==> src/rtl/cma_pkg.sv <==
// Shared types and codes for the congruence merge accumulator.
// Holds the sequencer step codes, status codes and the control/status structs.
// No dependencies.
`timescale 1ns / 1ps
`default_nettype none

package cma_pkg;

  localparam int unsigned DW = 64;
  localparam int unsigned IW = 32;

  // Result status codes.
  localparam logic [1:0] ST_VALID = 2'd0;
  localparam logic [1:0] ST_NOSOL = 2'd1;
  localparam logic [1:0] ST_OVF   = 2'd2;

  // Sequencer steps. A step ending in L launches a unit, one ending in W waits for it.
  localparam logic [5:0] STP_IDLE = 6'd0;
  localparam logic [5:0] STP_LOAD = 6'd1;
  localparam logic [5:0] STP_G0L  = 6'd2;
  localparam logic [5:0] STP_G0W  = 6'd3;
  localparam logic [5:0] STP_GCHK = 6'd4;
  localparam logic [5:0] STP_GL   = 6'd5;
  localparam logic [5:0] STP_GW   = 6'd6;
  localparam logic [5:0] STP_A2L  = 6'd7;
  localparam logic [5:0] STP_A2W  = 6'd8;
  localparam logic [5:0] STP_A1L  = 6'd9;
  localparam logic [5:0] STP_A1W  = 6'd10;
  localparam logic [5:0] STP_DGL  = 6'd11;
  localparam logic [5:0] STP_DGW  = 6'd12;
  localparam logic [5:0] STP_DGC  = 6'd13;
  localparam logic [5:0] STP_M2L  = 6'd14;
  localparam logic [5:0] STP_M2W  = 6'd15;
  localparam logic [5:0] STP_QL   = 6'd16;
  localparam logic [5:0] STP_QW   = 6'd17;
  localparam logic [5:0] STP_LL   = 6'd18;
  localparam logic [5:0] STP_LW   = 6'd19;
  localparam logic [5:0] STP_LC   = 6'd20;
  localparam logic [5:0] STP_QML  = 6'd21;
  localparam logic [5:0] STP_QMW  = 6'd22;
  localparam logic [5:0] STP_ICHK = 6'd23;
  localparam logic [5:0] STP_IDL  = 6'd24;
  localparam logic [5:0] STP_IDW  = 6'd25;
  localparam logic [5:0] STP_IML  = 6'd26;
  localparam logic [5:0] STP_IMW  = 6'd27;
  localparam logic [5:0] STP_IFIN = 6'd28;
  localparam logic [5:0] STP_KML  = 6'd29;
  localparam logic [5:0] STP_KMW  = 6'd30;
  localparam logic [5:0] STP_KDL  = 6'd31;
  localparam logic [5:0] STP_KDW  = 6'd32;
  localparam logic [5:0] STP_BML  = 6'd33;
  localparam logic [5:0] STP_BMW  = 6'd34;
  localparam logic [5:0] STP_RDL  = 6'd35;
  localparam logic [5:0] STP_RDW  = 6'd36;
  localparam logic [5:0] STP_XDL  = 6'd37;
  localparam logic [5:0] STP_XDW  = 6'd38;
  localparam logic [5:0] STP_FIN1 = 6'd39;
  localparam logic [5:0] STP_FIN2 = 6'd40;
  localparam logic [5:0] STP_FIN3 = 6'd41;
  localparam logic [5:0] STP_FNS  = 6'd42;
  localparam logic [5:0] STP_FOV  = 6'd43;
  localparam logic [5:0] STP_OUT  = 6'd44;

  typedef struct packed {
    logic [5:0] step;
    logic       accept;
    logic       out_load;
  } cma_cmd_t;

  typedef struct packed {
    logic div_done;
    logic mul_done;
    logic gy_zero;
    logic r1_zero;
    logic nosol;
    logic lcm_ovf;
    logic acc_fail;
  } cma_stat_t;

endpackage

`default_nettype wire

==> src/rtl/cma_div.sv <==
// Iterative 64-bit restoring divider, one quotient bit per cycle.
// Uses cma_pkg for the data width.
`timescale 1ns / 1ps
`default_nettype none

module cma_div (
  input  wire logic                 clk,
  input  wire logic                 rst_n,
  input  wire logic                 start,
  input  wire logic [cma_pkg::DW-1:0] num,
  input  wire logic [cma_pkg::DW-1:0] den,
  output logic                      done,
  output logic [cma_pkg::DW-1:0]    quo,
  output logic [cma_pkg::DW-1:0]    rem
);
  import cma_pkg::*;

  logic [6:0]    cnt_r;
  logic          done_r;
  logic [DW-1:0] rem_r;
  logic [DW-1:0] quo_r;
  logic [DW-1:0] den_r;
  logic [DW+1:0] trial;

  // Shift in the next dividend bit and try to subtract the divisor.
  assign trial = {1'b0, rem_r, quo_r[DW-1]} - {2'b00, den_r};

  always_ff @(posedge clk) begin
    if (!rst_n) begin
      cnt_r  <= '0;
      done_r <= 1'b0;
    end else begin
      done_r <= 1'b0;
      if (start) begin
        cnt_r <= 7'(DW);
        quo_r <= num;
        rem_r <= '0;
        den_r <= den;
      end else if (cnt_r != '0) begin
        if (!trial[DW+1]) begin
          rem_r <= trial[DW-1:0];
          quo_r <= {quo_r[DW-2:0], 1'b1};
        end else begin
          rem_r <= {rem_r[DW-2:0], quo_r[DW-1]};
          quo_r <= {quo_r[DW-2:0], 1'b0};
        end
        cnt_r <= cnt_r - 7'd1;
        if (cnt_r == 7'd1) begin
          done_r <= 1'b1;
        end
      end
    end
  end

  assign done = done_r;
  assign quo  = quo_r;
  assign rem  = rem_r;

endmodule

`default_nettype wire

==> src/rtl/cma_mul.sv <==
// Iterative 64 x 64 shift-add multiplier with a 128-bit product, one bit per cycle.
// Uses cma_pkg for the data width.
`timescale 1ns / 1ps
`default_nettype none

module cma_mul (
  input  wire logic                   clk,
  input  wire logic                   rst_n,
  input  wire logic                   start,
  input  wire logic [cma_pkg::DW-1:0] op_a,
  input  wire logic [cma_pkg::DW-1:0] op_b,
  output logic                        done,
  output logic [cma_pkg::DW-1:0]      prod_hi,
  output logic [cma_pkg::DW-1:0]      prod_lo
);
  import cma_pkg::*;

  logic [6:0]    cnt_r;
  logic          done_r;
  logic [DW-1:0] hi_r;
  logic [DW-1:0] lo_r;
  logic [DW-1:0] a_r;
  logic [DW:0]   sum;

  assign sum = lo_r[0] ? ({1'b0, hi_r} + {1'b0, a_r}) : {1'b0, hi_r};

  always_ff @(posedge clk) begin
    if (!rst_n) begin
      cnt_r  <= '0;
      done_r <= 1'b0;
    end else begin
      done_r <= 1'b0;
      if (start) begin
        cnt_r <= 7'(DW);
        hi_r  <= '0;
        lo_r  <= op_b;
        a_r   <= op_a;
      end else if (cnt_r != '0) begin
        hi_r  <= sum[DW:1];
        lo_r  <= {sum[0], lo_r[DW-1:1]};
        cnt_r <= cnt_r - 7'd1;
        if (cnt_r == 7'd1) begin
          done_r <= 1'b1;
        end
      end
    end
  end

  assign done    = done_r;
  assign prod_hi = hi_r;
  assign prod_lo = lo_r;

endmodule

`default_nettype wire

==> src/rtl/cma_datapath.sv <==
// Datapath of the merge: accumulator, working registers, shared divider and multiplier.
// Depends on cma_pkg, cma_div and cma_mul; driven by the step code from cma_ctrl.
`timescale 1ns / 1ps
`default_nettype none

module cma_datapath (
  input  wire logic                   clk,
  input  wire logic                   rst_n,
  input  wire cma_pkg::cma_cmd_t      cmd,
  input  wire logic [cma_pkg::IW-1:0] in_residue,
  input  wire logic [cma_pkg::IW-1:0] in_modulus,
  output cma_pkg::cma_stat_t          stat,
  output logic [cma_pkg::DW-1:0]      out_merged_residue,
  output logic [cma_pkg::DW-1:0]      out_merged_modulus,
  output logic [1:0]                  out_status
);
  import cma_pkg::*;

  logic [DW-1:0] acc_res_r, acc_mod_r;
  logic [1:0]    acc_st_r;
  logic [IW-1:0] a2_r, b2_r, am2_r, diff_r;
  logic [DW-1:0] gx_r, gy_r, dg_r, m2_r, q_r, lcm_r;
  logic [DW-1:0] r0_r, r1_r, t0_r, t1_r, qq_r, tr_r;
  logic [DW-1:0] inv_r, kp_r, k_r, bk_r, rr_r, mm_r, rho_r, x1_r;
  logic          nosol_r, lovf_r, c1_r, lt_r;
  logic [DW-1:0] res_o_r, mod_o_r;
  logic [1:0]    st_o_r;

  logic          div_go, mul_go, div_done, mul_done;
  logic [DW-1:0] div_n, div_d, div_q, div_r, mul_a, mul_b, p_hi, p_lo;
  logic [DW-1:0] a2_x, b2_x, mx, t1_abs, tt, t0_fix;
  logic [DW:0]   rho_s, sum1, sum2;
  logic [IW-1:0] am1;

  assign a2_x   = {{(DW-IW){1'b0}}, a2_r};
  assign b2_x   = {{(DW-IW){1'b0}}, b2_r};
  assign mx     = (acc_res_r > a2_x) ? acc_res_r : a2_x;
  assign t1_abs = t1_r[DW-1] ? (~t1_r + 64'd1) : t1_r;
  // Subtracting q * t1 with the sign of t1 folded in.
  assign tt     = t1_r[DW-1] ? (t0_r + p_lo) : (t0_r - p_lo);
  assign t0_fix = t0_r[DW-1] ? (t0_r + m2_r) : t0_r;
  assign am1    = div_r[IW-1:0];
  assign rho_s  = {1'b0, rr_r} + {1'b0, bk_r};
  assign sum1   = {1'b0, mx - mm_r} + {1'b0, rho_r};
  assign sum2   = {1'b0, x1_r} + {1'b0, lcm_r};

  always_comb begin
    div_go = 1'b0;
    div_n  = '0;
    div_d  = '0;
    mul_go = 1'b0;
    mul_a  = '0;
    mul_b  = '0;
    unique case (cmd.step)
      STP_G0L: begin div_go = 1'b1; div_n = acc_mod_r; div_d = b2_x; end
      STP_GL:  begin div_go = 1'b1; div_n = gx_r;      div_d = gy_r; end
      STP_A2L: begin div_go = 1'b1; div_n = a2_x;      div_d = b2_x; end
      STP_A1L: begin div_go = 1'b1; div_n = acc_res_r; div_d = b2_x; end
      STP_DGL: begin div_go = 1'b1; div_n = {{(DW-IW){1'b0}}, diff_r}; div_d = gx_r; end
      STP_M2L: begin div_go = 1'b1; div_n = b2_x;      div_d = gx_r; end
      STP_QL:  begin div_go = 1'b1; div_n = acc_mod_r; div_d = gx_r; end
      STP_LL:  begin mul_go = 1'b1; mul_a = q_r;       mul_b = b2_x; end
      STP_QML: begin div_go = 1'b1; div_n = q_r;       div_d = m2_r; end
      STP_IDL: begin div_go = 1'b1; div_n = r0_r;      div_d = r1_r; end
      STP_IML: begin mul_go = 1'b1; mul_a = qq_r;      mul_b = t1_abs; end
      STP_KML: begin mul_go = 1'b1; mul_a = dg_r;      mul_b = inv_r; end
      STP_KDL: begin div_go = 1'b1; div_n = kp_r;      div_d = m2_r; end
      STP_BML: begin mul_go = 1'b1; mul_a = acc_mod_r; mul_b = k_r; end
      STP_RDL: begin div_go = 1'b1; div_n = acc_res_r; div_d = lcm_r; end
      STP_XDL: begin div_go = 1'b1; div_n = mx;        div_d = lcm_r; end
      default: ;
    endcase
  end

  cma_div u_div (
    .clk   (clk),
    .rst_n (rst_n),
    .start (div_go),
    .num   (div_n),
    .den   (div_d),
    .done  (div_done),
    .quo   (div_q),
    .rem   (div_r)
  );

  cma_mul u_mul (
    .clk     (clk),
    .rst_n   (rst_n),
    .start   (mul_go),
    .op_a    (mul_a),
    .op_b    (mul_b),
    .done    (mul_done),
    .prod_hi (p_hi),
    .prod_lo (p_lo)
  );

  // Accumulator state.
  always_ff @(posedge clk) begin
    if (!rst_n) begin
      acc_res_r <= '0;
      acc_mod_r <= 64'd1;
      acc_st_r  <= ST_VALID;
    end else begin
      case (cmd.step)
        STP_LOAD: begin
          acc_res_r <= a2_x;
          acc_mod_r <= b2_x;
          acc_st_r  <= ST_VALID;
        end
        STP_FNS: begin
          acc_res_r <= '0;
          acc_mod_r <= '0;
          acc_st_r  <= ST_NOSOL;
        end
        STP_FOV: begin
          acc_res_r <= '0;
          acc_mod_r <= '0;
          acc_st_r  <= ST_OVF;
        end
        STP_FIN3: begin
          if (c1_r || (lt_r && sum2[DW])) begin
            acc_res_r <= '0;
            acc_mod_r <= '0;
            acc_st_r  <= ST_OVF;
          end else begin
            acc_res_r <= lt_r ? sum2[DW-1:0] : x1_r;
            acc_mod_r <= lcm_r;
            acc_st_r  <= ST_VALID;
          end
        end
        default: ;
      endcase
    end
  end

  // Working registers of the merge.
  always_ff @(posedge clk) begin
    if (cmd.accept) begin
      a2_r <= in_residue;
      b2_r <= (in_modulus == '0) ? IW'(1) : in_modulus;
    end
    if (cmd.out_load) begin
      res_o_r <= (acc_st_r == ST_VALID) ? acc_res_r : '0;
      mod_o_r <= (acc_st_r == ST_VALID) ? acc_mod_r : '0;
      st_o_r  <= acc_st_r;
    end
    case (cmd.step)
      STP_G0W: if (div_done) begin gx_r <= b2_x; gy_r <= div_r; end
      STP_GW:  if (div_done) begin gx_r <= gy_r; gy_r <= div_r; end
      STP_A2W: if (div_done) am2_r <= div_r[IW-1:0];
      STP_A1W: if (div_done) begin
        diff_r <= (am2_r >= am1) ? (am2_r - am1) : (am2_r + b2_r - am1);
      end
      STP_DGW: if (div_done) begin dg_r <= div_q; nosol_r <= (div_r != '0); end
      STP_M2W: if (div_done) m2_r <= div_q;
      STP_QW:  if (div_done) q_r <= div_q;
      STP_LW:  if (mul_done) begin lcm_r <= p_lo; lovf_r <= (p_hi != '0); end
      STP_QMW: if (div_done) begin
        r0_r <= m2_r;
        r1_r <= div_r;
        t0_r <= '0;
        t1_r <= 64'd1;
      end
      STP_IDW: if (div_done) begin qq_r <= div_q; tr_r <= div_r; end
      STP_IMW: if (mul_done) begin
        r0_r <= r1_r;
        r1_r <= tr_r;
        t0_r <= t1_r;
        t1_r <= tt;
      end
      STP_IFIN: inv_r <= t0_fix;
      STP_KMW: if (mul_done) kp_r <= p_lo;
      STP_KDW: if (div_done) k_r <= div_r;
      STP_BMW: if (mul_done) bk_r <= p_lo;
      STP_RDW: if (div_done) rr_r <= div_r;
      STP_XDW: if (div_done) mm_r <= div_r;
      STP_FIN1: begin
        rho_r <= (rho_s[DW] || (rho_s[DW-1:0] >= lcm_r)) ? (rho_s[DW-1:0] - lcm_r)
                                                         : rho_s[DW-1:0];
      end
      STP_FIN2: begin
        x1_r <= sum1[DW-1:0];
        c1_r <= sum1[DW];
        lt_r <= (rho_r < mm_r);
      end
      default: ;
    endcase
  end

  always_comb begin
    stat.div_done = div_done;
    stat.mul_done = mul_done;
    stat.gy_zero  = (gy_r == '0);
    stat.r1_zero  = (r1_r == '0);
    stat.nosol    = nosol_r;
    stat.lcm_ovf  = lovf_r;
    stat.acc_fail = (acc_st_r != ST_VALID);
  end

  assign out_merged_residue = res_o_r;
  assign out_merged_modulus = mod_o_r;
  assign out_status         = st_o_r;

endmodule

`default_nettype wire

==> src/rtl/cma_ctrl.sv <==
// Sequencer for the merge: walks the gcd, inverse and final fix-up steps.
// Depends on cma_pkg; talks to cma_datapath through cma_cmd_t and cma_stat_t.
`timescale 1ns / 1ps
`default_nettype none

module cma_ctrl (
  input  wire logic               clk,
  input  wire logic               rst_n,
  input  wire logic               in_valid,
  input  wire logic               in_start_req,
  output logic                    in_stall,
  output logic                    out_valid,
  input  wire logic               out_stall,
  input  wire cma_pkg::cma_stat_t stat,
  output cma_pkg::cma_cmd_t       cmd
);
  import cma_pkg::*;

  logic [5:0] state_r, state_nxt;
  logic       out_valid_r, out_valid_nxt;
  logic       out_free;

  assign out_free = !out_valid_r || !out_stall;

  always_comb begin
    state_nxt     = state_r;
    cmd.step      = state_r;
    cmd.accept    = 1'b0;
    cmd.out_load  = 1'b0;
    out_valid_nxt = (out_valid_r && !out_stall) ? 1'b0 : out_valid_r;
    unique case (state_r)
      STP_IDLE: begin
        if (in_valid) begin
          cmd.accept = 1'b1;
          if (in_start_req) begin
            state_nxt = STP_LOAD;
          end else if (stat.acc_fail) begin
            state_nxt = STP_OUT;
          end else begin
            state_nxt = STP_G0L;
          end
        end
      end
      STP_LOAD: state_nxt = STP_OUT;
      STP_G0L:  state_nxt = STP_G0W;
      STP_G0W:  if (stat.div_done) state_nxt = STP_GCHK;
      STP_GCHK: state_nxt = stat.gy_zero ? STP_A2L : STP_GL;
      STP_GL:   state_nxt = STP_GW;
      STP_GW:   if (stat.div_done) state_nxt = STP_GCHK;
      STP_A2L:  state_nxt = STP_A2W;
      STP_A2W:  if (stat.div_done) state_nxt = STP_A1L;
      STP_A1L:  state_nxt = STP_A1W;
      STP_A1W:  if (stat.div_done) state_nxt = STP_DGL;
      STP_DGL:  state_nxt = STP_DGW;
      STP_DGW:  if (stat.div_done) state_nxt = STP_DGC;
      STP_DGC:  state_nxt = stat.nosol ? STP_FNS : STP_M2L;
      STP_M2L:  state_nxt = STP_M2W;
      STP_M2W:  if (stat.div_done) state_nxt = STP_QL;
      STP_QL:   state_nxt = STP_QW;
      STP_QW:   if (stat.div_done) state_nxt = STP_LL;
      STP_LL:   state_nxt = STP_LW;
      STP_LW:   if (stat.mul_done) state_nxt = STP_LC;
      STP_LC:   state_nxt = stat.lcm_ovf ? STP_FOV : STP_QML;
      STP_QML:  state_nxt = STP_QMW;
      STP_QMW:  if (stat.div_done) state_nxt = STP_ICHK;
      STP_ICHK: state_nxt = stat.r1_zero ? STP_IFIN : STP_IDL;
      STP_IDL:  state_nxt = STP_IDW;
      STP_IDW:  if (stat.div_done) state_nxt = STP_IML;
      STP_IML:  state_nxt = STP_IMW;
      STP_IMW:  if (stat.mul_done) state_nxt = STP_ICHK;
      STP_IFIN: state_nxt = STP_KML;
      STP_KML:  state_nxt = STP_KMW;
      STP_KMW:  if (stat.mul_done) state_nxt = STP_KDL;
      STP_KDL:  state_nxt = STP_KDW;
      STP_KDW:  if (stat.div_done) state_nxt = STP_BML;
      STP_BML:  state_nxt = STP_BMW;
      STP_BMW:  if (stat.mul_done) state_nxt = STP_RDL;
      STP_RDL:  state_nxt = STP_RDW;
      STP_RDW:  if (stat.div_done) state_nxt = STP_XDL;
      STP_XDL:  state_nxt = STP_XDW;
      STP_XDW:  if (stat.div_done) state_nxt = STP_FIN1;
      STP_FIN1: state_nxt = STP_FIN2;
      STP_FIN2: state_nxt = STP_FIN3;
      STP_FIN3: state_nxt = STP_OUT;
      STP_FNS:  state_nxt = STP_OUT;
      STP_FOV:  state_nxt = STP_OUT;
      STP_OUT: begin
        // The result register is loaded only once the previous beat has left.
        if (out_free) begin
          cmd.out_load  = 1'b1;
          out_valid_nxt = 1'b1;
          state_nxt     = STP_IDLE;
        end
      end
      default: state_nxt = STP_IDLE;
    endcase
  end

  always_ff @(posedge clk) begin
    if (!rst_n) begin
      state_r     <= STP_IDLE;
      out_valid_r <= 1'b0;
    end else begin
      state_r     <= state_nxt;
      out_valid_r <= out_valid_nxt;
    end
  end

  assign in_stall  = (state_r != STP_IDLE);
  assign out_valid = out_valid_r;

endmodule

`default_nettype wire

==> src/rtl/congruence_merge_accumulator_core.sv <==
// Congruence merge accumulator: folds x = r (mod m) beats into one combined congruence.
// A start beat loads the accumulator directly, and a beat that arrives while the accumulator
// holds a failure passes the failure on; a merge runs the gcd, inverse and fix-up steps on the
// shared divide and multiply units. A stalled output holds off the next beat. One beat at a time.
// Synchronous active-low reset: residue 0, modulus 1, status valid.
`timescale 1ns / 1ps
`default_nettype none

module congruence_merge_accumulator_core (
  input  wire logic                   clk,
  input  wire logic                   rst_n,
  input  wire logic                   in_valid,
  output logic                        in_stall,
  input  wire logic [cma_pkg::IW-1:0] in_residue,
  input  wire logic [cma_pkg::IW-1:0] in_modulus,
  input  wire logic                   in_start_req,
  output logic                        out_valid,
  input  wire logic                   out_stall,
  output logic [cma_pkg::DW-1:0]      out_merged_residue,
  output logic [cma_pkg::DW-1:0]      out_merged_modulus,
  output logic [1:0]                  out_status
);
  import cma_pkg::*;

  cma_cmd_t  cmd;
  cma_stat_t stat;

  cma_ctrl u_ctrl (
    .clk          (clk),
    .rst_n        (rst_n),
    .in_valid     (in_valid),
    .in_start_req (in_start_req),
    .in_stall     (in_stall),
    .out_valid    (out_valid),
    .out_stall    (out_stall),
    .stat         (stat),
    .cmd          (cmd)
  );

  cma_datapath u_dp (
    .clk                (clk),
    .rst_n              (rst_n),
    .cmd                (cmd),
    .in_residue         (in_residue),
    .in_modulus         (in_modulus),
    .stat               (stat),
    .out_merged_residue (out_merged_residue),
    .out_merged_modulus (out_merged_modulus),
    .out_status         (out_status)
  );

  a_status_code: assert property (@(posedge clk) disable iff (!rst_n)
    out_valid |-> (out_status == ST_VALID || out_status == ST_NOSOL || out_status == ST_OVF))
    else $error("result status code out of range");

  a_fail_zero: assert property (@(posedge clk) disable iff (!rst_n)
    (out_valid && out_status != ST_VALID) |->
      (out_merged_residue == '0 && out_merged_modulus == '0))
    else $error("failed result carries nonzero values");

  a_mod_nonzero: assert property (@(posedge clk) disable iff (!rst_n)
    (out_valid && out_status == ST_VALID) |-> (out_merged_modulus != '0))
    else $error("valid result with zero modulus");

  a_busy_after_accept: assert property (@(posedge clk) disable iff (!rst_n)
    (in_valid && !in_stall) |=> in_stall)
    else $error("input taken again before the beat was processed");

endmodule

`default_nettype wire
==> config.mk <==
export PLATFORM = sky130hd
export DESIGN_NAME = congruence_merge_accumulator_core
export DESIGN_NICKNAME = d
export VERILOG_FILES = /design/src/rtl/cma_pkg.sv /design/src/rtl/cma_div.sv /design/src/rtl/cma_mul.sv /design/src/rtl/cma_datapath.sv /design/src/rtl/cma_ctrl.sv /design/src/rtl/congruence_merge_accumulator_core.sv
export SDC_FILE = /design/constraint.sdc
export NUM_CORES = 2
export LEC_CHECK = 0
export BUFFER_PORTS_ARGS = -buffer_cell sky130_fd_sc_hd__buf_4
export CAP_MARGIN = 20
export CORE_ASPECT_RATIO = 1.5
export CORE_MARGIN = 3
export CORE_UTILIZATION = 60
export CTS_CLUSTER_DIAMETER = 80
export CTS_CLUSTER_SIZE = 30
export DETAILED_ROUTE_END_ITERATION = 16
export PLACE_DENSITY = 0.77
export SYNTH_ARGS = -nofsm -noshare
export SYNTH_HDL_FRONTEND = slang
export SYNTH_SLANG_ARGS = --single-unit
==> constraint.sdc <==
create_clock -name clk -period 19.74 [get_ports clk]
set_input_delay 0.987 -clock clk [delete_from_list [all_inputs] [get_ports clk]]
set_output_delay 0.987 -clock clk [all_outputs]
set_load 0.005 [all_outputs]
==> impl_metrics.csv <==
group,metric,value,unit
setup_path,cpPeakStageDelay,0.72,ns
timing,max_freq,95.9,MHz
clock_tree,cts_tree,"done",
synthesis,synth_fa_ha_area_frac,0.0832,
layout,multi_input_area,57400,sq um
die,start_util,0.605,
setup_path,slowest_stage,"a211oi_1",
clock_tree,post_cts_buffers,0,
synthesis,async_reset_ff_frac,0,
detailed_routing,ant_nets,0,
setup_path,critPathKind,"reg2reg",
flow_run,cap_viol_max_count,0,
grt,grt_pass1_vias,93600,
timing,rsz0062_at_grt,"no",
layout,ff_latch_area,60900,sq um
setup_path,crit_arrival,10.94,ns
power_and_ir_drop,comb_power_share,0.418,
setup_path,cp_max_fo,16,
detailed_routing,totalWireLength,455000,um
synthesis,synthCells,11400,
grt,grt_max_degree,161,
timing,fin_setup_tns,0,ns
detailed_routing,drc,0,
synthesis,synth_top_family_by_area,"compound AO/OA/AOI/OAI gates",
clock_tree,clockBufferDepth,3,
synthesis,synth_edf_count,1926,
synthesis,syn_nets,12200,
die,num_io_pins,201,
detailed_routing,first_iter_violations,14700,
synthesis,synth_xor_area_frac,0.0505,
die,die_h,559,um
layout,nNetsFinal,12100,
setup_path,cp_common_cell,"o21a_1",
synthesis,synthSimpleGateAreaFrac,0.124,
synthesis,ys_types,94,
timing,worst_pin_slew,1.22,ns
power_and_ir_drop,powerDensity,125,nW/um^2
power_and_ir_drop,p_int,9490,uW
timing,setup_viol,0,
clock_tree,cts_buffers,94,
die,core,202000,sq um
synthesis,synth_area_leaders,"edfxtp_1, ha_1, a21oi_1",
clock_tree,h-tree-depth,3,
placement,post-dp-hpwl,347000,um
setup_path,worstPathRequired,20.26,ns
synthesis,yosys.area.top_type_share,0.473,
clock_tree,cts_resized,0,
power_and_ir_drop,p_switching,6760,uW
worst_hold_path,hold_path.class,"in2reg",
die,fp-row-count,202,
setup_path,start_kind,"flop",
timing,hold_slack,0.390,ns
placement,numPortBuffers,200,
grt,grt_use_total,0.423,
synthesis,yosysTopAreaCell,"edfxtp_1",
layout,drive_gt1_frac,0.0754,
clock_tree,cts_hold_buf,0,
clock_tree,cts_sinks,2079,
clock_tree,cts-root-buf,"clkbuf_16",
timing,fin_skew,0.0470,ns
placement,gp_congestion,1.06,
detailed_routing,vias_per_cell,7.04,
power_and_ir_drop,p_sw_frac,0.416,
detailed_routing,dr_total_vias,98500,
grt,overflow,0,
detailed_routing,drtPass1Iterations,10,
layout,areaGrowthSynthToFinish,6.11,%
timing,layout_min_cycle_time,10.43,ns
synthesis,syn-cell-area,122000,sq um
power_and_ir_drop,vdd_drop_max,0.114,mV
timing,slew_viol_final,0,
die,die_w,375,um
synthesis,synth.area.mux_share,0.0262,
detailed_routing,routedWlPerCell,32.5,um
synthesis,syn_area_per_cell,10.7,sq um
layout,final_common_cell,"edfxtp_1",
synthesis,yosys_warnings,0,
setup_path,worstSetupEndpointType,"flop",
power_and_ir_drop,seqPwrFrac,0.427,
grt,antenna_found_initial,39,
timing,slew-limit-headroom,0.177,
die,die_area,209000,sq um
synthesis,synth_seq_area_share,0.498,
layout,most-common-layout-cells,"edfxtp_1, nand2_1, a21oi_1, ha_1, nor2_1",
clock_tree,clock_latency,0.79,ns
run_status,status,"finished, final reports clean",
timing,finalHoldViolCount,0,
layout,n_fill_cell,15900,
synthesis,synthFlopType,"edfxtp_1",
synthesis,synth-seq-cells,2079,
clock_tree,clkSlewWorstSetupHoldPaths,0.12,ns
timing,period_share,0.528,
grt,grt_pass1_wl,645000,um
power_and_ir_drop,power_frac_clock,0.155,
power_and_ir_drop,leakage,0.0492,uW
synthesis,synth_compound_area_frac,0.183,
-- worst max-delay path: cells and delay by family (launching register included) --
| family | cells | cell delay [ns] |
|---|---|---|
| AND/OR/NAND/NOR | 6 | 2.04 |
| multiplexers | 1 | 0.45 |
| adder cells (fa/ha/maj) | 2 | 0.74 |
| XOR/XNOR | 2 | 0.41 |
| AO/OA/AOI/OAI | 19 | 6.12 |
| flip-flops | 1 | 0.38 |
-- Yosys cell counts, drive strengths merged, types with 30 or more instances --
cell	count
edfxtp	1926
nand2	1074
a21oi	814
ha	747
nor2	666
inv	563
clkbuf	562
o21ai	504
xnor2	431
a21o	409
xor2	274
a221o	235
and2	233
mux2	219
nand4	189
a22oi	179
dfxtp	153
nand3	152
nor2b	148
nor3	135
a22o	129
a31oi	119
nor4	119
a221oi	117
o21bai	107
nand2b	96
and3	93
a222oi	92
o21a	90
a211oi	78
mux2i	74
nor3b	66
o31ai	62
or3	49
o211ai	48
fa	41
buf	31
a21boi	30
-- power by group through the flow --
stage / clock, uW / sequential [uW] / combinational, uW
floorplan: 0 / 6390 / 4820
global placement: 0 / 6910 / 6470
detailed placement: 0 / 6930 / 6590
CTS: 2520 / 6840 / 6630
global route: 2660 / 6930 / 7380
finish: 2520 / 6930 / 6800
-- stage by stage --
step / worst slack, ns / power [uW] / utilization / cell area, sq um / std cells
after detailed placement: 9.47 / 13500 / 0.625 / 126000 / 13800
after floorplan: 4.76 / 11200 / - / 122000 / 11400
final: 9.31 / 16300 / 0.641 / 130000 / 14000
after global routing: 9.11 / 17000 / 0.641 / 130000 / 14000
after global placement: 9.49 / 13400 / 0.625 / 126000 / 13800
after CTS: 9.42 / 16000 / 0.641 / 130000 / 14000
-- final cells by class --
class	count	area share
Timing Repair Buffer	355	0.0212
Tap cell	2652	0.0256
Clock inverter	46	0.00501
Clock buffer	116	0.0194
Multi-Input combinational cell	8143	0.442
Inverter	566	0.0164
Antenna cell	23	0.000444
Sequential cell	2079	0.470
-- layer usage --
metal  track usage  vias up  share of wire
met5       0.00230        -        0.00043
met4         0.196       20          0.057
met3         0.114      932           0.14
met2         0.643     6890           0.43
met1         0.566    48100           0.37
li1              -    42600              -
-- cell families after synthesis --
group	after synthesis
compound gates	3235
simple gates	3122
flops	2079
buf+inv	1159
fa+ha+maj	788
xor+xnor	705
mux	293
-- worst paths after layout --
check,endpoint,start,depth (start not counted),slack [ns]
max reg2reg,u_dp.x1_r[59],u_dp.acc_res_r[55],30,9.31
min,u_dp.b2_r[2],in_modulus[2],1,0.39
min reg2reg,u_dp.u_div.done,u_dp.u_div.cnt_r[6],1,0.48
max,u_dp.x1_r[59],u_dp.acc_res_r[55],30,9.31
No activity file was read; power rests on OpenSTA's default activity.
